[src/hw/rtl/wpsm_pkg.sv]
// shared types, constants and register codes of the wheel pulse speed meter
`timescale 1ns / 1ps
package wpsm_pkg;

    localparam int unsigned ADC_BITS    = 10;
    localparam int unsigned TIME_BITS   = 32;
    localparam int unsigned THR_BITS    = 10;
    localparam int unsigned MS_BITS     = 16;
    localparam int unsigned CIRC_BITS   = 12;
    localparam int unsigned PERIOD_BITS = 16;
    localparam int unsigned SPEED_BITS  = 10;
    localparam int unsigned CMP_BITS    = (ADC_BITS > THR_BITS) ? ADC_BITS : THR_BITS;

    localparam int unsigned SPEED_FACTOR  = 36;
    localparam int unsigned SPEED_MAX     = 999;
    localparam int unsigned DIVIDEND_BITS =
        $clog2(SPEED_FACTOR * ((2 ** CIRC_BITS) - 1) + 1);
    localparam int unsigned STEP_BITS     = $clog2(DIVIDEND_BITS);

    localparam int unsigned FIFO_DEPTH = 4;
    localparam int unsigned PTR_BITS   = $clog2(FIFO_DEPTH);
    localparam int unsigned CNT_BITS   = $clog2(FIFO_DEPTH + 1);

    localparam int unsigned CFG_IDX_BITS  = 3;
    localparam int unsigned CFG_DATA_BITS = 16;

    localparam logic [CFG_IDX_BITS-1:0] REG_LEVEL_THRESHOLD  = 3'd0;
    localparam logic [CFG_IDX_BITS-1:0] REG_MIN_GAP_MS       = 3'd1;
    localparam logic [CFG_IDX_BITS-1:0] REG_TIMEOUT_MS       = 3'd2;
    localparam logic [CFG_IDX_BITS-1:0] REG_CIRCUMFERENCE_MM = 3'd3;

    localparam logic [THR_BITS-1:0]  RST_LEVEL_THRESHOLD  = 10'd512;
    localparam logic [MS_BITS-1:0]   RST_MIN_GAP_MS       = 16'd50;
    localparam logic [MS_BITS-1:0]   RST_TIMEOUT_MS       = 16'd3000;
    localparam logic [CIRC_BITS-1:0] RST_CIRCUMFERENCE_MM = 12'd2000;

    typedef struct packed {
        logic [THR_BITS-1:0]  level_threshold;
        logic [MS_BITS-1:0]   min_gap_ms;
        logic [MS_BITS-1:0]   timeout_ms;
        logic [CIRC_BITS-1:0] circumference_mm;
    } t_cfg;

    typedef struct packed {
        logic                   speed_valid;
        logic [PERIOD_BITS-1:0] period_ms;
    } t_entry;

    typedef struct packed {
        logic full;
        logic empty;
    } t_fifo_stat;

endpackage

[src/hw/rtl/wpsm_in_if.sv]
// input channel: timestamp and adc sample
`timescale 1ns / 1ps
interface wpsm_in_if;
    logic                         valid;
    logic                         ready;
    logic [wpsm_pkg::TIME_BITS-1:0] time_ms;
    logic [wpsm_pkg::ADC_BITS-1:0]  sample;

    modport source (output valid, output time_ms, output sample, input ready);
    modport sink (input valid, input time_ms, input sample, output ready);
endinterface

[src/hw/rtl/wpsm_out_if.sv]
// output channel: valid flag, period and speed
`timescale 1ns / 1ps
interface wpsm_out_if;
    logic                            valid;
    logic                            ready;
    logic                            speed_valid;
    logic [wpsm_pkg::PERIOD_BITS-1:0] period_ms;
    logic [wpsm_pkg::SPEED_BITS-1:0]  speed_tenths_kmh;

    modport source (output valid, output speed_valid, output period_ms,
                    output speed_tenths_kmh, input ready);
    modport sink (input valid, input speed_valid, input period_ms,
                  input speed_tenths_kmh, output ready);
endinterface

[src/hw/rtl/wpsm_front.sv]
// front end: threshold, edge detect, debounce, period capture and timeout
`timescale 1ns / 1ps
module wpsm_front (
    input  logic                  i_clk,
    input  logic                  i_rst_n,
    input  wpsm_pkg::t_cfg        i_cfg,
    input  logic                  i_full,
    wpsm_in_if.sink               i_in,
    output logic                  o_push,
    output wpsm_pkg::t_entry      o_entry
);

    logic                               r_prev_level;
    logic                               r_seen;
    logic [wpsm_pkg::TIME_BITS-1:0]     r_last;
    logic [wpsm_pkg::PERIOD_BITS-1:0]   r_period;
    logic                               r_valid;

    logic                               n_seen;
    logic [wpsm_pkg::TIME_BITS-1:0]     n_last;
    logic [wpsm_pkg::PERIOD_BITS-1:0]   n_period;
    logic                               n_valid;

    logic                               accept;
    logic                               level;
    logic                               fall;
    logic                               upd;
    logic [wpsm_pkg::TIME_BITS-1:0]     gap;
    logic [wpsm_pkg::TIME_BITS-1:0]     gap_now;
    logic [wpsm_pkg::TIME_BITS-1:0]     min_gap;
    logic [wpsm_pkg::TIME_BITS-1:0]     timeout;

    assign i_in.ready = !i_full;
    assign accept     = i_in.valid && !i_full;

    assign level   = wpsm_pkg::CMP_BITS'(i_in.sample)
                     >= wpsm_pkg::CMP_BITS'(i_cfg.level_threshold);
    assign fall    = r_prev_level && !level;
    assign gap     = i_in.time_ms - r_last;
    assign min_gap = wpsm_pkg::TIME_BITS'(i_cfg.min_gap_ms);
    assign timeout = wpsm_pkg::TIME_BITS'(i_cfg.timeout_ms);

    always_comb begin
        n_seen   = r_seen;
        n_last   = r_last;
        n_period = r_period;
        n_valid  = r_valid;
        upd      = 1'b0;
        if (fall) begin
            if (!r_seen) begin
                n_seen = 1'b1;
                n_last = i_in.time_ms;
                upd    = 1'b1;
            end else if (gap >= min_gap) begin
                if (gap < timeout) begin
                    n_period = wpsm_pkg::PERIOD_BITS'(gap);
                    n_valid  = 1'b1;
                end
                n_last = i_in.time_ms;
                upd    = 1'b1;
            end
        end
        gap_now = upd ? '0 : gap;
        // wheel stopped
        if (n_seen && gap_now >= timeout) begin
            n_period = '0;
            n_valid  = 1'b1;
        end
    end

    assign o_push              = accept;
    assign o_entry.speed_valid = n_valid;
    assign o_entry.period_ms   = n_period;

    always_ff @(posedge i_clk) begin
        if (!i_rst_n) begin
            r_prev_level <= 1'b1;
            r_seen       <= 1'b0;
            r_last       <= '0;
            r_period     <= '0;
            r_valid      <= 1'b0;
        end else if (accept) begin
            r_prev_level <= level;
            r_seen       <= n_seen;
            r_last       <= n_last;
            r_period     <= n_period;
            r_valid      <= n_valid;
        end
    end

endmodule

[src/hw/rtl/wpsm_fifo.sv]
// short queue between front end and speed unit
`timescale 1ns / 1ps
module wpsm_fifo (
    input  logic                    i_clk,
    input  logic                    i_rst_n,
    input  logic                    i_push,
    input  wpsm_pkg::t_entry        i_entry,
    input  logic                    i_pop,
    output wpsm_pkg::t_entry        o_entry,
    output wpsm_pkg::t_fifo_stat    o_stat
);

    wpsm_pkg::t_entry                 r_mem [wpsm_pkg::FIFO_DEPTH];
    logic [wpsm_pkg::PTR_BITS-1:0]    r_wr_ptr;
    logic [wpsm_pkg::PTR_BITS-1:0]    r_rd_ptr;
    logic [wpsm_pkg::CNT_BITS-1:0]    r_count;

    logic do_push;
    logic do_pop;

    assign o_stat.full  = (r_count == wpsm_pkg::CNT_BITS'(wpsm_pkg::FIFO_DEPTH));
    assign o_stat.empty = (r_count == '0);
    assign do_push      = i_push && !o_stat.full;
    assign do_pop       = i_pop && !o_stat.empty;
    assign o_entry      = r_mem[r_rd_ptr];

    always_ff @(posedge i_clk) begin
        if (do_push) begin
            r_mem[r_wr_ptr] <= i_entry;
        end
    end

    always_ff @(posedge i_clk) begin
        if (!i_rst_n) begin
            r_wr_ptr <= '0;
            r_rd_ptr <= '0;
            r_count  <= '0;
        end else begin
            if (do_push) begin
                r_wr_ptr <= r_wr_ptr + 1'b1;
            end
            if (do_pop) begin
                r_rd_ptr <= r_rd_ptr + 1'b1;
            end
            if (do_push && !do_pop) begin
                r_count <= r_count + 1'b1;
            end else if (do_pop && !do_push) begin
                r_count <= r_count - 1'b1;
            end
        end
    end

endmodule

[src/hw/rtl/wpsm_back.sv]
// speed unit: bit-serial divide of 36 x circumference by period, output register
`timescale 1ns / 1ps
module wpsm_back (
    input  logic                    i_clk,
    input  logic                    i_rst_n,
    input  wpsm_pkg::t_cfg          i_cfg,
    input  wpsm_pkg::t_fifo_stat    i_stat,
    input  wpsm_pkg::t_entry        i_entry,
    output logic                    o_pop,
    wpsm_out_if.source              o_out
);

    typedef enum logic [1:0] {
        S_IDLE,
        S_DIV,
        S_DONE
    } t_state;

    t_state                                  r_state;
    logic                                    r_valid;
    logic [wpsm_pkg::PERIOD_BITS-1:0]        r_period;
    logic [wpsm_pkg::DIVIDEND_BITS-1:0]      r_dividend;
    logic [wpsm_pkg::PERIOD_BITS-1:0]        r_rem;
    logic [wpsm_pkg::DIVIDEND_BITS-1:0]      r_quot;
    logic [wpsm_pkg::STEP_BITS-1:0]          r_step;

    logic                                    r_out_valid;
    logic                                    r_out_speed_valid;
    logic [wpsm_pkg::PERIOD_BITS-1:0]        r_out_period;
    logic [wpsm_pkg::SPEED_BITS-1:0]         r_out_speed;

    logic [wpsm_pkg::DIVIDEND_BITS-1:0]      dividend;
    logic [wpsm_pkg::PERIOD_BITS:0]          rem_sh;
    logic                                    ge;
    logic [wpsm_pkg::PERIOD_BITS-1:0]        rem_next;
    logic [wpsm_pkg::SPEED_BITS-1:0]         speed;
    logic                                    out_free;

    // 36 x c = 32 x c + 4 x c
    assign dividend = (wpsm_pkg::DIVIDEND_BITS'(i_cfg.circumference_mm) << 5)
                    + (wpsm_pkg::DIVIDEND_BITS'(i_cfg.circumference_mm) << 2);

    assign rem_sh   = {r_rem, r_dividend[wpsm_pkg::DIVIDEND_BITS-1]};
    assign ge       = rem_sh >= {1'b0, r_period};
    assign rem_next = ge ? wpsm_pkg::PERIOD_BITS'(rem_sh - {1'b0, r_period})
                         : wpsm_pkg::PERIOD_BITS'(rem_sh);

    assign speed    = (r_quot > wpsm_pkg::DIVIDEND_BITS'(wpsm_pkg::SPEED_MAX))
                    ? '0 : wpsm_pkg::SPEED_BITS'(r_quot);
    assign out_free = !r_out_valid || o_out.ready;
    assign o_pop    = (r_state == S_IDLE) && !i_stat.empty;

    assign o_out.valid            = r_out_valid;
    assign o_out.speed_valid      = r_out_speed_valid;
    assign o_out.period_ms        = r_out_period;
    assign o_out.speed_tenths_kmh = r_out_speed;

    always_ff @(posedge i_clk) begin
        if (!i_rst_n) begin
            r_state     <= S_IDLE;
            r_out_valid <= 1'b0;
        end else begin
            if (r_out_valid && o_out.ready && r_state != S_DONE) begin
                r_out_valid <= 1'b0;
            end
            unique case (r_state)
                S_IDLE: begin
                    if (!i_stat.empty) begin
                        r_valid    <= i_entry.speed_valid;
                        r_period   <= i_entry.period_ms;
                        r_dividend <= dividend;
                        r_rem      <= '0;
                        r_quot     <= '0;
                        r_step     <= wpsm_pkg::STEP_BITS'(wpsm_pkg::DIVIDEND_BITS - 1);
                        // no division when invalid or stopped
                        if (!i_entry.speed_valid || i_entry.period_ms == '0) begin
                            r_state <= S_DONE;
                        end else begin
                            r_state <= S_DIV;
                        end
                    end
                end
                S_DIV: begin
                    r_rem      <= rem_next;
                    r_quot     <= {r_quot[wpsm_pkg::DIVIDEND_BITS-2:0], ge};
                    r_dividend <= r_dividend << 1;
                    r_step     <= r_step - 1'b1;
                    if (r_step == '0) begin
                        r_state <= S_DONE;
                    end
                end
                S_DONE: begin
                    if (out_free) begin
                        r_out_valid       <= 1'b1;
                        r_out_speed_valid <= r_valid;
                        r_out_period      <= r_period;
                        r_out_speed       <= speed;
                        r_state           <= S_IDLE;
                    end else begin
                        r_out_valid       <= r_out_valid;
                    end
                end
                default: begin
                    r_state <= S_IDLE;
                end
            endcase
        end
    end

endmodule

[src/hw/rtl/wheel_pulse_speed_meter.sv]
// top level of the wheel pulse speed meter
//
// items on i_in carry a millisecond timestamp and one adc sample of the
// wheel sensor; every accepted item gives exactly one item on o_out with
// the valid flag, the last period in ms and the speed in 0.1 km/h.
// both channels use valid/ready; an item moves when both are high.
// registers are written through i_cfg_we / i_cfg_idx / i_cfg_data; the
// user is to write them only while the block is idle (the block itself
// does not enforce this); unknown indexes are ignored. the front end
// takes one item per cycle, while the queue is not full, into a
// four-entry queue; the speed unit divides 36 x circumference by the
// period one quotient bit per cycle (18 steps) and takes the next queued
// item only once its result is in the output register; invalid or
// stopped items skip the divide. when o_out stalls, the result waits in
// the output register while the speed unit and queue keep filling;
// i_in.ready drops when the queue is full. reset restores the register
// defaults, a high line, no pulse seen and an empty queue.
`timescale 1ns / 1ps
module wheel_pulse_speed_meter (
    input  logic                                 i_clk,
    input  logic                                 i_rst_n,
    input  logic                                 i_cfg_we,
    input  logic [wpsm_pkg::CFG_IDX_BITS-1:0]    i_cfg_idx,
    input  logic [wpsm_pkg::CFG_DATA_BITS-1:0]   i_cfg_data,
    wpsm_in_if.sink                              i_in,
    wpsm_out_if.source                           o_out
);

    wpsm_pkg::t_cfg        r_cfg;
    wpsm_pkg::t_entry      push_entry;
    wpsm_pkg::t_entry      pop_entry;
    wpsm_pkg::t_fifo_stat  fifo_stat;
    logic                  push;
    logic                  pop;

    always_ff @(posedge i_clk) begin
        if (!i_rst_n) begin
            r_cfg.level_threshold  <= wpsm_pkg::RST_LEVEL_THRESHOLD;
            r_cfg.min_gap_ms       <= wpsm_pkg::RST_MIN_GAP_MS;
            r_cfg.timeout_ms       <= wpsm_pkg::RST_TIMEOUT_MS;
            r_cfg.circumference_mm <= wpsm_pkg::RST_CIRCUMFERENCE_MM;
        end else if (i_cfg_we) begin
            unique case (i_cfg_idx)
                wpsm_pkg::REG_LEVEL_THRESHOLD: begin
                    r_cfg.level_threshold <= wpsm_pkg::THR_BITS'(i_cfg_data);
                end
                wpsm_pkg::REG_MIN_GAP_MS: begin
                    r_cfg.min_gap_ms <= wpsm_pkg::MS_BITS'(i_cfg_data);
                end
                wpsm_pkg::REG_TIMEOUT_MS: begin
                    r_cfg.timeout_ms <= wpsm_pkg::MS_BITS'(i_cfg_data);
                end
                wpsm_pkg::REG_CIRCUMFERENCE_MM: begin
                    r_cfg.circumference_mm <= wpsm_pkg::CIRC_BITS'(i_cfg_data);
                end
                default: begin
                end
            endcase
        end
    end

    wpsm_front u_front (
        .i_clk   (i_clk),
        .i_rst_n (i_rst_n),
        .i_cfg   (r_cfg),
        .i_full  (fifo_stat.full),
        .i_in    (i_in),
        .o_push  (push),
        .o_entry (push_entry)
    );

    wpsm_fifo u_fifo (
        .i_clk   (i_clk),
        .i_rst_n (i_rst_n),
        .i_push  (push),
        .i_entry (push_entry),
        .i_pop   (pop),
        .o_entry (pop_entry),
        .o_stat  (fifo_stat)
    );

    wpsm_back u_back (
        .i_clk   (i_clk),
        .i_rst_n (i_rst_n),
        .i_cfg   (r_cfg),
        .i_stat  (fifo_stat),
        .i_entry (pop_entry),
        .o_pop   (pop),
        .o_out   (o_out)
    );

    a_fifo_stat: assert property (@(posedge i_clk) disable iff (!i_rst_n)
        !(fifo_stat.full && fifo_stat.empty))
        else $error("queue full and empty at once");

    a_push_lands: assert property (@(posedge i_clk) disable iff (!i_rst_n)
        push |=> !fifo_stat.empty)
        else $error("accepted item missing from queue");

    a_speed_range: assert property (@(posedge i_clk) disable iff (!i_rst_n)
        o_out.valid |-> o_out.speed_tenths_kmh <= wpsm_pkg::SPEED_BITS'(wpsm_pkg::SPEED_MAX))
        else $error("speed above limit");

    a_speed_needs_period: assert property (@(posedge i_clk) disable iff (!i_rst_n)
        (o_out.valid && o_out.speed_tenths_kmh != '0)
            |-> (o_out.speed_valid && o_out.period_ms != '0))
        else $error("speed without valid period");

endmodule
[src/flat_wrapper.sv]
// flat-port wrapper written by rule: the top's interface ports become plain ports
module wheel_pulse_speed_meter_flat 
  (i_clk, i_rst_n, i_cfg_we, i_cfg_idx, i_cfg_data, i_in_valid, i_in_time_ms, i_in_sample, i_in_ready, o_out_valid, o_out_speed_valid, o_out_period_ms, o_out_speed_tenths_kmh, o_out_ready);
  wpsm_in_if i_in_i ();
  wpsm_out_if o_out_i ();
  input  logic i_clk;
  input  logic i_rst_n;
  input  logic i_cfg_we;
  input  logic [wpsm_pkg::CFG_IDX_BITS-1:0] i_cfg_idx;
  input  logic [wpsm_pkg::CFG_DATA_BITS-1:0] i_cfg_data;
  input wire logic [$bits(i_in_i.valid)-1:0] i_in_valid;
  input wire logic [$bits(i_in_i.time_ms)-1:0] i_in_time_ms;
  input wire logic [$bits(i_in_i.sample)-1:0] i_in_sample;
  output wire logic [$bits(i_in_i.ready)-1:0] i_in_ready;
  output wire logic [$bits(o_out_i.valid)-1:0] o_out_valid;
  output wire logic [$bits(o_out_i.speed_valid)-1:0] o_out_speed_valid;
  output wire logic [$bits(o_out_i.period_ms)-1:0] o_out_period_ms;
  output wire logic [$bits(o_out_i.speed_tenths_kmh)-1:0] o_out_speed_tenths_kmh;
  input wire logic [$bits(o_out_i.ready)-1:0] o_out_ready;
  assign i_in_i.valid = i_in_valid;
  assign i_in_i.time_ms = i_in_time_ms;
  assign i_in_i.sample = i_in_sample;
  assign i_in_ready = i_in_i.ready;
  assign o_out_valid = o_out_i.valid;
  assign o_out_speed_valid = o_out_i.speed_valid;
  assign o_out_period_ms = o_out_i.period_ms;
  assign o_out_speed_tenths_kmh = o_out_i.speed_tenths_kmh;
  assign o_out_i.ready = o_out_ready;
  wheel_pulse_speed_meter u_core (.i_clk(i_clk), .i_rst_n(i_rst_n), .i_cfg_we(i_cfg_we), .i_cfg_idx(i_cfg_idx), .i_cfg_data(i_cfg_data), .i_in(i_in_i), .o_out(o_out_i));
endmodule
[config.mk]
export PLATFORM = sky130hd
export DESIGN_NAME = wheel_pulse_speed_meter_flat
export DESIGN_NICKNAME = d
export VERILOG_FILES = /design/src/hw/rtl/wpsm_pkg.sv /design/src/hw/rtl/wpsm_in_if.sv /design/src/hw/rtl/wpsm_out_if.sv /design/src/hw/rtl/wpsm_front.sv /design/src/hw/rtl/wpsm_fifo.sv /design/src/hw/rtl/wpsm_back.sv /design/src/hw/rtl/wheel_pulse_speed_meter.sv /design/src/flat_wrapper.sv
export SDC_FILE = /design/constraint.sdc
export NUM_CORES = 1
export LEC_CHECK = 0
export BUFFER_PORTS_ARGS = -buffer_cell sky130_fd_sc_hd__buf_2
export CAP_MARGIN = 20
export CORE_ASPECT_RATIO = 2
export CORE_MARGIN = 4
export CORE_UTILIZATION = 56
export CTS_CLUSTER_SIZE = 25
export DETAILED_ROUTE_END_ITERATION = 12
export GPL_TIMING_DRIVEN = 0
export HOLD_SLACK_MARGIN = 0.12
export PLACE_DENSITY = 0.79
export SYNTH_ARGS = -nofsm -noshare
export SYNTH_HDL_FRONTEND = slang
export SYNTH_SLANG_ARGS = --single-unit
[constraint.sdc]
create_clock -name i_clk -period 6.9 [get_ports i_clk]
set_input_delay 1.38 -clock i_clk [delete_from_list [all_inputs] [get_ports i_clk]]
set_output_delay 1.38 -clock i_clk [all_outputs]
set_load 0.02 [all_outputs]
* Word-level counts from Yosys, hierarchy flattened
Memory sizes are Yosys's and may differ from the RTL's. A register that Yosys moved wholly into a read port is not among the register bits. Cells that the tools add are included.
Cells by class: $add $sub $neg 8, mux-type cells 40, order comparisons 6, reductions and logical operators 37, bitwise operators 1, equality and inequality tests 11
Operator list (count):
- 2-to-1 mux 16 bit | 7
- 2-to-1 mux 32 bit | 3
- case mux 18 bit (2 select lines) | 2
- greater-or-equal comparator 32 x 16 -> 1 bit | 2
- 2-to-1 mux 18 bit | 2
- less-than comparator 32 x 16 -> 1 bit | 1
- case mux 16 bit (2 select lines) | 1
- subtractor 32 bit | 1
- adder 17 x 14 -> 18 bit | 1
- greater-than comparator 18 x 10 -> 1 bit (second input constant) | 1
- greater-or-equal comparator 17 x 16 -> 1 bit | 1
- zero test 16 bit | 1
- subtractor 16 bit | 1
- AND reduction 3 bit | 5
- 2-to-1 mux 1 bit | 14
- 2-to-1 mux 2 bit | 6
- greater-or-equal comparator 10 bit | 1
- logical AND 1 bit | 10
- case mux 5 bit (2 select lines) | 1
- AND reduction 2 bit | 5
- inequality test 2 bit (second input constant) | 4
- zero test 1 bit | 7
- equality test 3 x 2 -> 1 bit (second input constant) | 2
- zero test 3 bit | 2
- 17 further kinds | 22
Word-level totals: output and inout bits 29, memories kept 1, bits in writable memories 68, bits in registers 216, bits of input ports 66
Memory list:
- u_core.u_fifo.r_mem | words 4, bits a word 17, read ports 1, clocked after memory_dff 1, write ports 1, RTL line wpsm_fifo.sv:13 | wpsm_pkg::t_entry r_mem [wpsm_pkg::FIFO_DEPTH];

* Longest topological paths before layout
Gate-level depths: netlist of run 1.
depth after elaboration 9, mapped depth 35

* Hierarchy
From an unflattened synthesis of run 1, not the netlist that was laid out.
Second synthesis, totals: cell total of the unflattened synthesis 1601, area total of the unflattened synthesis 16239.3 µm²
Modules (own cells, without submodules):
- wpsm_front | area an instance 6023.3 µm², times used 1, cells each 837
- wpsm_back | area an instance 5132.4 µm², times used 1, cells each 417
- wpsm_fifo | area an instance 2955.3 µm², times used 1, cells each 137
- wheel_pulse_speed_meter | area an instance 2128.3 µm², times used 1, cells each 210

* Worst setup path before layout of run 1
No wires, ideal clock.
kind input -> register, start point input port i_in_time_ms[2], end point memory u_core.u_fifo.r_mem[0][10] in the netlist's numbering, data pin, arrival time 6.994 ns, stages on the path 30, setup time 0.277 ns, path buffers 3, path slack -0.371 ns, cell sequence ha_1 -> o211a_1 -> o31a_1 -> o41a_1 -> a221o_1 -> buf_6 -> nand2_1 -> nand2_1 -> xnor2_1 -> inv_1 -> ha_1 -> nand4_1 -> nor2_1 -> o21ai_0 -> o31ai_1 -> and4bb_2 -> nor2_1 -> clkbuf_1 -> nor2_1 -> ha_1 -> a21o_1 -> a21o_1 -> a211oi_1 -> o31ai_1 -> a21oi_1 -> o21ai_0 -> mux2i_1 -> a31oi_1 -> clkbuf_1 -> nor2_1
RTL lines:
- start: declaration | RTL line flat_wrapper.sv:12 | input wire logic [$bits(i_in_i.time_ms)-1:0] i_in_time_ms;
- end: declaration | RTL line wpsm_fifo.sv:13

==> results.md, run 1 <==
* Max FO, Critical Path at 7
* HPWL after DPL at 29300 µm
* CTS tree: yes
* Simple-gate area share of the yosys netlist at 15.2%
* Synth Area in Compound Gates at 13.4%
* Die area at 30900 µm²
* Largest net degree at the start of global routing at 18
* Status: finished with violations
* Hold endpoint: u_core.u_back.o_out.speed_valid$_DFFE_PP_
* 1st-iter DRT viols at 829
* CP arrival at 7.32 ns
* Largest family of logic cells by synthesized area: simple AND/OR/NAND/NOR gates
* N_diodes at 0
* Post-Place Worst Slack at -1.93 ns
* Synth warn at 0
* Mapped Area at 15700 µm²
* Vias in the first global route at 12708
* Placement Cell Area at 16700 µm²
* PortBufs at 94
* Rel. slew slack at 37.5%
* Hold Path Origin: u_core.u_back.r_valid$_DFFE_PP_
* Finished Cell Area at 18400 µm²
* Clock transition at path regs at 0.07 ns
* Reg2reg setup slack at 0.25 ns
* Min Tclk post-route at 7.05 ns
* Reg area at 7360 µm²
* CP max stage delay at 0.47 ns
* Final net count at 1909
* Post-synthesis xor/xnor area fraction at 2.63%
* WL/cell at 19.7 µm
* CP Class: in2reg
* GRT overflow at 0
* Placer Congestion at 0.966
* Hold_buf cts at 0
* Lkg Pwr at 7.34 nW
* VDD IR-drop max at 0.000266 V
* Clock Tree Buf Depth at 3
* Mux cell area share after synthesis at 6.55%
* Vias at 12380
* Slew @ Worst Pin at 0.937 ns
* Setup crit end kind: flip-flop
* PwrDens at 324 nW/µm²
* Achievable Freq at 142 MHz
* Synth Register Bits at 284
* Failing checks: negative setup slack
* Drt drc at 0
* Syn nets at 1745
* Crit path required time at 7.17 ns
* FFs w/ async S/R, synth at 0%
* Total power at 5.97 mW
* Final setup violating endpoints at 71
* TritonCTS buffer count at 25
* Number of cells on the worst reg-to-reg path at 32
* Synth top area cells: edfxtp_1 32%, dfxtp_1 15%, ha_1 9.5%
* Final hold violations at 0
* Filler cell count in the final layout at 2091
* Final wirelength at 41100 µm
* Vias/cell at 5.92
* Hold Crit Class: reg2reg
* Avg Inst Size Synth at 10.1 µm²
* Seq/Total Area, Yosys at 47.0%
* Number of synthesized flops with an enable pin at 167
* R2R Path End: u_core.u_fifo.r_mem[0][5]$_DFFE_PP_
* Area grow syn2layout at 17.7%
* Hold Crit Depth at 0
* Primary flip-flop cell chosen by synthesis mapping: edfxtp_1
* Ports at 95
* Share of layout cells above drive strength 1 at 17.7%
* Multi-input gate area at 8050 µm²
* Synth Area in Adders at 10.0%
* Max-Cap Viols at 0
* Starting Density at 56.9%
* Total track usage at 25.7%
* Worst clock skew at 0.0235 ns
* Final worst slack at -0.153 ns
* Die Height at 245 µm
* Final ANT Viol Nets at 0
* Initial antenna violation count at 0
* Drt first pass iters at 7
* Synth top area share at 32.0%
* Slowest stage cell, crit path: o41a_1
* Global-route wire length before repair at 63300 µm
* Fin Setup TNS at -6.94 ns
* Clock sink count at 284
* RSZ-0062 raised after global routing: true
* Die extent in x at 126 µm
* R2R Path Start: u_core.u_front.r_last[1]$_SDFFE_PN0P_
* Htree depth at 1
* Yosys cell types at 68
* Clk Latency, worst-skew pair at 0.56 ns
* Root Buffer: clkbuf_16
* Final Cycle Share at 102%
* Core box area at 27500 µm²
* CP startpoint kind: input port
* Yosys top cell by area: edfxtp_1
* Post-Syn Instances at 1556
* Slew Limit Fails at 0
* Row count at 86
-- power breakdown --
part           leakage, nW  total (mW)  internal [mW]  switching, mW
sequential            2.53        2.28           2.15          0.135
combinational         4.43        2.29          0.958           1.33
clock                0.391        1.40          0.743          0.654
-- metal layers --
layer,track usage [%],wire (µm),share of wire (%)
met1,24.1,13400,32
met2,49.4,22300,54
met3,3.21,1870,4.6
met4,18.7,3550,8.6
met5,0,0,0
-- synthesized netlist by cell type, types with 13 or more instances --
cell	count
nand2_1	224
edfxtp_1	167
inv_1	153
ha_1	119
dfxtp_1	117
nor2_1	97
a21oi_1	62
mux2i_1	62
o21ai_0	49
clkbuf_1	48
a21boi_0	45
and2_1	43
xnor2_1	31
a21o_1	24
o211ai_1	23
nand3_1	20
nand4_1	19
o21a_1	18
mux4_2	17
nand2b_1	17
nor3_1	17
xor2_1	16
a211oi_1	15
and3_1	14
nor2b_1	13
-- cells in the final DEF, fill, tap and decap left out, types with 6 or more instances in the layout --
cell / Yosys / final
nand2b_1: 17 / 15
nor4_1: 9 / 9
nand2_1: 224 / 222
a211oi_1: 15 / 10
nor2_1: 97 / 80
nand3_1: 20 / 20
o22ai_2: 10 / 13
o211ai_1: 23 / 23
clkbuf_16: 0 / 26
mux2i_1: 62 / 61
nor2_4: 0 / 14
a21oi_1: 62 / 57
a21boi_0: 45 / 45
buf_2: 5 / 98
nor3_1: 17 / 16
xor2_1: 16 / 15
edfxtp_1: 167 / 167
buf_4: 1 / 28
mux4_2: 17 / 17
nand4_1: 19 / 19
and2_1: 43 / 42
ha_1: 119 / 109
a21o_1: 24 / 23
nor2b_1: 13 / 12
dfxtp_1: 117 / 117
o21a_1: 18 / 18
inv_1: 153 / 147
buf_8: 0 / 6
clkbuf_1: 48 / 48
buf_6: 2 / 10
and3_1: 14 / 13
o22ai_1: 10 / 7
or3_1: 10 / 10
o21ai_0: 49 / 44
xnor2_1: 31 / 26
ha_4: 0 / 9
-- sequential cells by signal, indices dropped and copies added (netlist names), named ones only --
signal,cells
u_core.u_front.r_period,16
u_core.u_fifo.r_mem,68
u_core.u_back.r_state,2
u_core.u_front.r_prev_level,1
u_core.u_back.r_valid,1
u_core.u_back.r_period,16
u_core.u_back.o_out.valid,1
u_core.u_fifo.r_rd_ptr,2
u_core.r_cfg,54
u_core.u_back.o_out.speed_valid,1
u_core.u_front.r_last,32
u_core.u_fifo.r_wr_ptr,2
u_core.u_back.r_rem,16
u_core.u_back.o_out.speed_tenths_kmh,10
u_core.u_back.o_out.period_ms,16
u_core.u_front.r_valid,1
u_core.u_fifo.r_count,3
u_core.u_back.r_step,5
u_core.u_front.r_seen,1
u_core.u_back.r_quot,18
u_core.u_back.r_dividend,16
-- stage by stage --
stage	std cells	utilization (%)	hold WS, ns
after floorplan	1556	-	0.400
after global placement	2002	60.3	0.433
after detailed placement	2009	60.7	0.429
after CTS	2080	65.4	0.446
after global routing	2091	66.9	0.466
final	2091	66.9	0.449
-- worst max-delay path: cells and delay by family --
kind                     cells  cell delay, ns
AO/OA/AOI/OAI               12            2.95
XOR/XNOR                     1            0.20
adder cells (fa/ha/maj)      3            0.73
buffers and inverters        6            0.89
multiplexers                 1            0.10
AND/OR/NAND/NOR              9            1.06
-- how the worst max path moves through the flow --
stage / slack, ns / cells after the start / from / to
floorplan: 0.003 / 26 / i_in_time_ms[2] / u_core.u_front.r_period[14]$_SDFFE_PN0P_
global placement: -2.21 / 4 / i_rst_n / u_core.u_back.r_quot[16]$_SDFFCE_PN0P_
detailed placement: -1.93 / 30 / i_in_time_ms[0] / u_core.u_fifo.r_mem[1][6]$_DFFE_PP_
CTS: 0.004 / 35 / i_in_time_ms[0] / u_core.u_fifo.r_mem[1][8]$_DFFE_PP_
global route: -0.38 / 30 / i_in_time_ms[5] / u_core.u_fifo.r_mem[0][5]$_DFFE_PP_
finish: -0.15 / 32 / i_in_time_ms[1] / u_core.u_fifo.r_mem[0][5]$_DFFE_PP_
-- cell type report --
type,count,share of cell area (%)
Multi-Input combinational cell,1059,43.7
Sequential cell,284,39.9
Timing Repair Buffer,137,4.99
Clock buffer,30,3.66
Inverter,153,3.13
Tap cell,352,2.39
Buffer,60,1.57
Clock inverter,16,0.672
-- what timing repair did --
item	in CTS	in global routing
pin swaps	25	50
setup endpoints to repair	85	85
buffers inserted	23	12
gates resized for setup	65	61
gates cloned	2	0
-- kinds of logic after synthesis --
logic type	after synthesis
fa+ha+maj	123
xor+xnor	47
compound gates	304
mux	81
flops	284
simple gates	504
buf+inv	213
Note: power is estimated with default switching activity, not from simulation.
==> run 2, diff against run 1 <==
CORE_ASPECT_RATIO = 0.9   (was 2)
SKIP_CTS_REPAIR_TIMING = 1   (was unset)
==> run 2 against run 1 <==
- the flow still finishes with violations (negative setup slack)
- clock skew fell by 0.0050 ns
- sequential share of layout area rose by 0.29 points
- non-clock buffer count fell by 15
- total power rose by 0.67%
- critical path type unchanged
- critical endpoint is now u_core.u_fifo.r_mem[3][1]$_DFFE_PP_
==> results.md, run 2 (synthesis gave the netlist of run 1 again) <==
* Status: finished with violations
* Failing checks: negative setup slack
* Achievable Freq at 143 MHz
* WL/cell at 17.9 µm
* PortBufs at 94
* Htree depth at 1
* Final non-filler cell total at 2088
* Rel. slew slack at 23.2%
* Share of layout cells above drive strength 1 at 16.4%
* Final Core Density at 67.2%
* Number of flip-flops in the largest register at 68
* Max-Cap Viols at 0
* Slew @ Worst Pin at 1.14 ns
* TritonCTS buffer count at 30
* Clock sink count at 284
* Initial antenna violation count at 0
* Largest Register: u_core.u_fifo.r_mem
* Fin Hold WS at 0.434 ns
* Setup crit end kind: flip-flop
* Final net count at 1899
* Final worst slack at -0.0749 ns
* Ports at 95
* Final wirelength at 37500 µm
* Clk Latency, worst-skew pair at 0.58 ns
* Vias in the first global route at 11622
* Drt drc at 0
* Final hold violations at 0
* Commonest non-fill, non-tap cell in the layout: nand2_1
* Die extent in x at 184 µm
* Min Tclk post-route at 6.97 ns
* Vias/cell at 5.75
* Crit path required time at 7.25 ns
* VDD IR-drop max at 0.000238 V
* Die area at 30700 µm²
* Hold Crit Class: reg2reg
* Clock Tree Buf Depth at 3
* Row count at 57
* Core box area at 27200 µm²
* Lkg Pwr at 7.31 nW
* Vias at 12012
* Final Cycle Share at 101%
* PwrDens at 328 nW/µm²
* Final ANT Viol Nets at 0
* Max FO, Critical Path at 8
* Regs by FF count: u_core.u_fifo.r_mem x68, u_core.r_cfg x54, u_core.u_front.r_last x32
* Placer Congestion at 0.916
* R2R Path Start: u_core.u_front.r_last[1]$_SDFFE_PN0P_
* RSZ-0062 raised after global routing: true
* Largest net degree at the start of global routing at 18
* Total track usage at 23.4%
* HPWL after DPL at 27400 µm
* GRT overflow at 0
* Global-route wire length before repair at 59300 µm
* Die Height at 167 µm
* Placed Cells at 2009
* Starting Density at 57.5%
* CP startpoint kind: input port
* CTS tree: yes
* Worst clock skew at 0.0184 ns
* Area grow syn2layout at 16.9%
* Worst Setup SP: i_in_time_ms[1]
* Most frequent cells in the layout: 224 x nand2_1, 167 x edfxtp_1, 148 x inv_1
* CP Class: in2reg
* Drt first pass iters at 5
* Filler cell count in the final layout at 2052
* Root Buffer: clkbuf_16
* Hold Path Origin: u_core.u_back.r_valid$_DFFE_PP_
* 1st-iter DRT viols at 937
* Fin Setup TNS at -0.319 ns
* N_diodes at 0
* Clock transition at path regs at 0.06 ns
* Final setup violating endpoints at 7
* Slew Limit Fails at 0
* CP arrival at 7.33 ns
-- run 2: cell count changes in the layout (fill, tap and decap cells not counted), sizes merged --
| cell | previous run | this run |
|---|---|---|
| clkinv | 8 | 14 |
| clkbuf | 77 | 84 |
| buf | 150 | 136 |
| inv | 157 | 154 |
| bufinv | 1 | 2 |
| clkinvlp | 3 | 1 |
-- run 2: cell type report --
class	count	area (µm²)	share of cell area, %
multi-input cells	1059	7930	43.3
inverters	153	574	3.14
well taps	354	443	2.42
repair buffers	123	762	4.16
flip-flops and latches	284	7360	40.2
clock buffers	38	801	4.37
plain buffers	59	273	1.49
clock inverters	18	168	0.916
-- run 2: critical path, cell delays in order --
cell,delay (ns)
buf_8,0.10
ha_4,0.22
nor2b_4,0.12
o31a_1,0.27
o41a_1,0.39
a221o_1,0.38
buf_6,0.15
and3_4,0.17
or4_1,0.50
or4_4,0.44
nor4_4,0.42
and4bb_4,0.35
nor2_4,0.08
buf_6,0.16
buf_4,0.14
nor2_1,0.08
ha_1,0.25
a21o_1,0.18
a21oi_1,0.17
o21ai_0,0.15
a21oi_2,0.14
o21ai_2,0.10
mux2i_2,0.25
a31oi_4,0.13
buf_6,0.20
a211oi_4,0.36
-- run 2: metal layers --
metal | GRT usage, % | vias to the layer above | routed length [µm]
li1 | - | 5803 | -
met1 | 32.4 | 5770 | 16200
met2 | 39.4 | 368 | 18200
met3 | 2.70 | 71 | 2180
met4 | 5.79 | 0 | 921
met5 | 0 | - | 0
-- run 2: power breakdown --
part / internal [mW] / switching, mW / total, mW / leakage [nW]
clock: 0.899 / 0.679 / 1.58 / 0.472
sequential: 2.15 / 0.139 / 2.29 / 2.53
combinational: 0.892 / 1.25 / 2.14 / 4.31
-- run 2: path summary, 6_finish.rpt --
kind	endpoint	slack (ns)	cells after the start
setup / recovery	u_core.u_fifo.r_mem[3][1]$_DFFE_PP_	-0.07	26
hold / removal	u_core.u_back.o_out.speed_valid$_DFFE_PP_	0.43	0
setup reg to reg	u_core.u_fifo.r_mem[3][1]$_DFFE_PP_	0.39	26
hold reg to reg	u_core.u_back.o_out.speed_valid$_DFFE_PP_	0.43	0
-- run 2: through the flow --
| step | instance area (µm²) | setup slack [ns] | power (mW) |
|---|---|---|---|
| 3_5_place_dp | 16700 | -1.76 | 4.25 |
| 3_3_place_gp | 16600 | -2.38 | 4.15 |
| 4_1_cts | 17700 | -1.24 | 5.83 |
| 5_1_grt | 18300 | -0.235 | 6.34 |
| 6_report | 18300 | -0.0749 | 6.01 |
| 2_1_floorplan | 15700 | 0.00330 | 3.71 |
==> run 3, diff against run 2 <==
CORE_ASPECT_RATIO = 0.7   (was 0.9)
PLACE_DENSITY = 0.8   (was 0.79)
==> run 3 against run 2 <==
- the flow still finishes with violations (negative setup slack)
- cell count up 0.38%
- sequential share of layout area about the same
- hold slack worse by 0.0038 ns
- clock-buffer cell count down 1
- routed wire length up 4.7%
- combinational power about the same
- design area about the same
- non-clock buffer count up 3
- critical path depth up 9
- largest power group unchanged
- highest routed layer unchanged
==> results.md, run 3 (synthesis gave the netlist of run 1 again) <==
* Die extent in x at 208 µm
* Total track usage at 23.8%
* Slew @ Worst Pin at 0.895 ns
* Final worst slack at -0.399 ns
* Worst clock skew at 0.0192 ns
* Int Pwr at 3.99 mW
* Largest net degree at the start of global routing at 28
* Die area at 30800 µm²
* Max FO, Critical Path at 7
* PortBufs at 94
* Crit path required time at 7.24 ns
* Final setup violating endpoints at 85
* Final hold violations at 0
* Failing checks: negative setup slack
* Lkg Pwr at 7.32 nW
* VDD IR-drop max at 0.000223 V
* CP arrival at 7.64 ns
* Most used cell, CP: a21o_1
* R2R Path End: u_core.u_fifo.r_mem[0][1]$_DFFE_PP_
* GRT overflow at 0
* Number of cells on the worst reg-to-reg path at 33
* Comb power frac at 35.3%
* HPWL after DPL at 28700 µm
* Slowest stage cell, crit path: fa_2
* Initial antenna violation count at 1
* Slew Limit Fails at 0
* Reg power frac at 37.8%
* Starting Density at 57.7%
* Root Buffer: clkbuf_16
* Clk Latency, worst-skew pair at 0.57 ns
* Hold endpoint: u_core.u_back.o_out.speed_valid$_DFFE_PP_
* Die Height at 148 µm
* Post-Place Worst Slack at -1.82 ns
* Status: finished with violations
* Clock sink count at 284
* Hold Crit Depth at 0
* Core box area at 27200 µm²
* Switch share at 34.1%
* PwrDens at 331 nW/µm²
* Number of flip-flops in the largest register at 68
* Min Tclk post-route at 7.30 ns
* R2R Path Start: u_core.u_front.r_last[0]$_SDFFE_PN0P_
* CP max stage delay at 0.39 ns
* Total power at 6.06 mW
* Ports at 95
* Placer Congestion at 0.944
* CTS tree: yes
* Vias in the first global route at 11406
* Row count at 50
* Htree depth at 1
* Final Cycle Share at 106%
* Setup crit end kind: flip-flop
* Vias/cell at 5.84
* Commonest non-fill, non-tap cell in the layout: nand2_1
* Drt first pass iters at 7
* Reg2reg setup slack at 0.17 ns
* Most frequent cells in the layout: 222 x nand2_1, 167 x edfxtp_1, 149 x inv_1
* Rel. slew slack at 40.3%
* Clock Tree Buf Depth at 3
* RSZ-0062 raised after global routing: true
* Clock transition at path regs at 0.06 ns
* Final wirelength at 39200 µm
* Area grow syn2layout at 16.9%
* Switching pwr at 2.07 mW
* Regs by FF count: u_core.u_fifo.r_mem x68, u_core.r_cfg x54, u_core.u_front.r_last x32
* N_diodes at 0
* Drt drc at 0
* Largest Register: u_core.u_fifo.r_mem
* Hold Crit Class: reg2reg
* Hold Path Origin: u_core.u_back.r_valid$_DFFE_PP_
* Clock share of power at 26.9%
* 1st-iter DRT viols at 1010
* Global-route wire length before repair at 59700 µm
* Vias at 12238
* TritonCTS buffer count at 28
* Share of layout cells above drive strength 1 at 16.1%
* Achievable Freq at 137 MHz
* WL/cell at 18.7 µm
* Max-Cap Viols at 0
* Final net count at 1900
* CP startpoint kind: input port
* Final ANT Viol Nets at 0
* CP Class: in2reg
run 3: changes by cell type in the layout (fill, tap and decap cells not counted), moves of 3 or more:
cell,before,now
a21oi_1,57,60
a21oi_2,5,2
buf_6,6,11
buf_8,6,2
bufinv_16,2,5
clkbuf_16,31,28
clkinv_1,6,0
inv_2,5,2
nor2_1,82,85
nor2_2,11,5
nor2_4,4,7
run 3: metal layers:
layer	vias to the layer above	GRT usage [%]	part of all wire (%)
met2	490	36.8	45
li1	5811	-	-
met1	5879	35.5	45
met4	0	4.04	1.5
met5	-	0	0
met3	58	4.73	8.6
run 3: worst max-delay path by stage:
stage,startpoint,to,slack [ns]
detailed placement,i_in_time_ms[0],u_core.u_fifo.r_mem[0][1]$_DFFE_PP_,-1.82
global route,i_in_time_ms[0],u_core.u_fifo.r_mem[3][7]$_DFFE_PP_,-0.47
CTS,i_in_time_ms[0],u_core.u_fifo.r_mem[0][1]$_DFFE_PP_,-1.29
finish,i_in_time_ms[0],u_core.u_fifo.r_mem[0][1]$_DFFE_PP_,-0.40
floorplan,i_in_time_ms[2],u_core.u_front.r_period[14]$_SDFFE_PN0P_,0.003
global placement,i_rst_n,u_core.u_back.r_dividend[11]$_DFFE_PP_,-2.35
run 3: power by group through the flow:
stage               sequential, mW  clock (mW)  combinational, mW
detailed placement            2.32           0               1.91
global placement              2.33           0               1.82
finish                        2.29        1.63               2.14
floorplan                     2.31           0               1.40
global route                  2.31        1.73               2.35
CTS                           2.29        1.65               1.94
run 3: critical path, delay by kind of cell:
| kind | cells | cell delay [ns] |
|---|---|---|
| XOR/XNOR | 1 | 0.31 |
| AO/OA/AOI/OAI | 17 | 3.04 |
| AND/OR/NAND/NOR | 7 | 1.15 |
| adder cells (fa/ha/maj) | 4 | 0.90 |
| multiplexers | 1 | 0.24 |
| buffers and inverters | 5 | 0.58 |
run 3: stage by stage:
step / utilization (%) / TNS, ns / cell area, µm² / hold WS (ns) / cells
5_1_grt: 67.4 / -29.99 / 18300 / 0.448 / 2096
4_1_cts: 65.1 / -95.14 / 17700 / 0.435 / 2070
3_3_place_gp: 61.2 / -263.37 / 16600 / 0.407 / 2014
2_1_floorplan: - / 0 / 15700 / 0.400 / 1556
6_report: 67.4 / -20.61 / 18300 / 0.430 / 2096
3_5_place_dp: 61.5 / -146.69 / 16700 / 0.420 / 2019
run 3: final cells by class:
| class | instances | area (µm²) |
|---|---|---|
| fillers | 2029 | 8840 |
| multi-input cells | 1059 | 7900 |
| flip-flops and latches | 284 | 7360 |
| repair buffers | 125 | 759 |
| clock buffers | 37 | 754 |
| inverters | 153 | 579 |
| well taps | 364 | 455 |
| plain buffers | 60 | 273 |
| clock inverters | 14 | 229 |
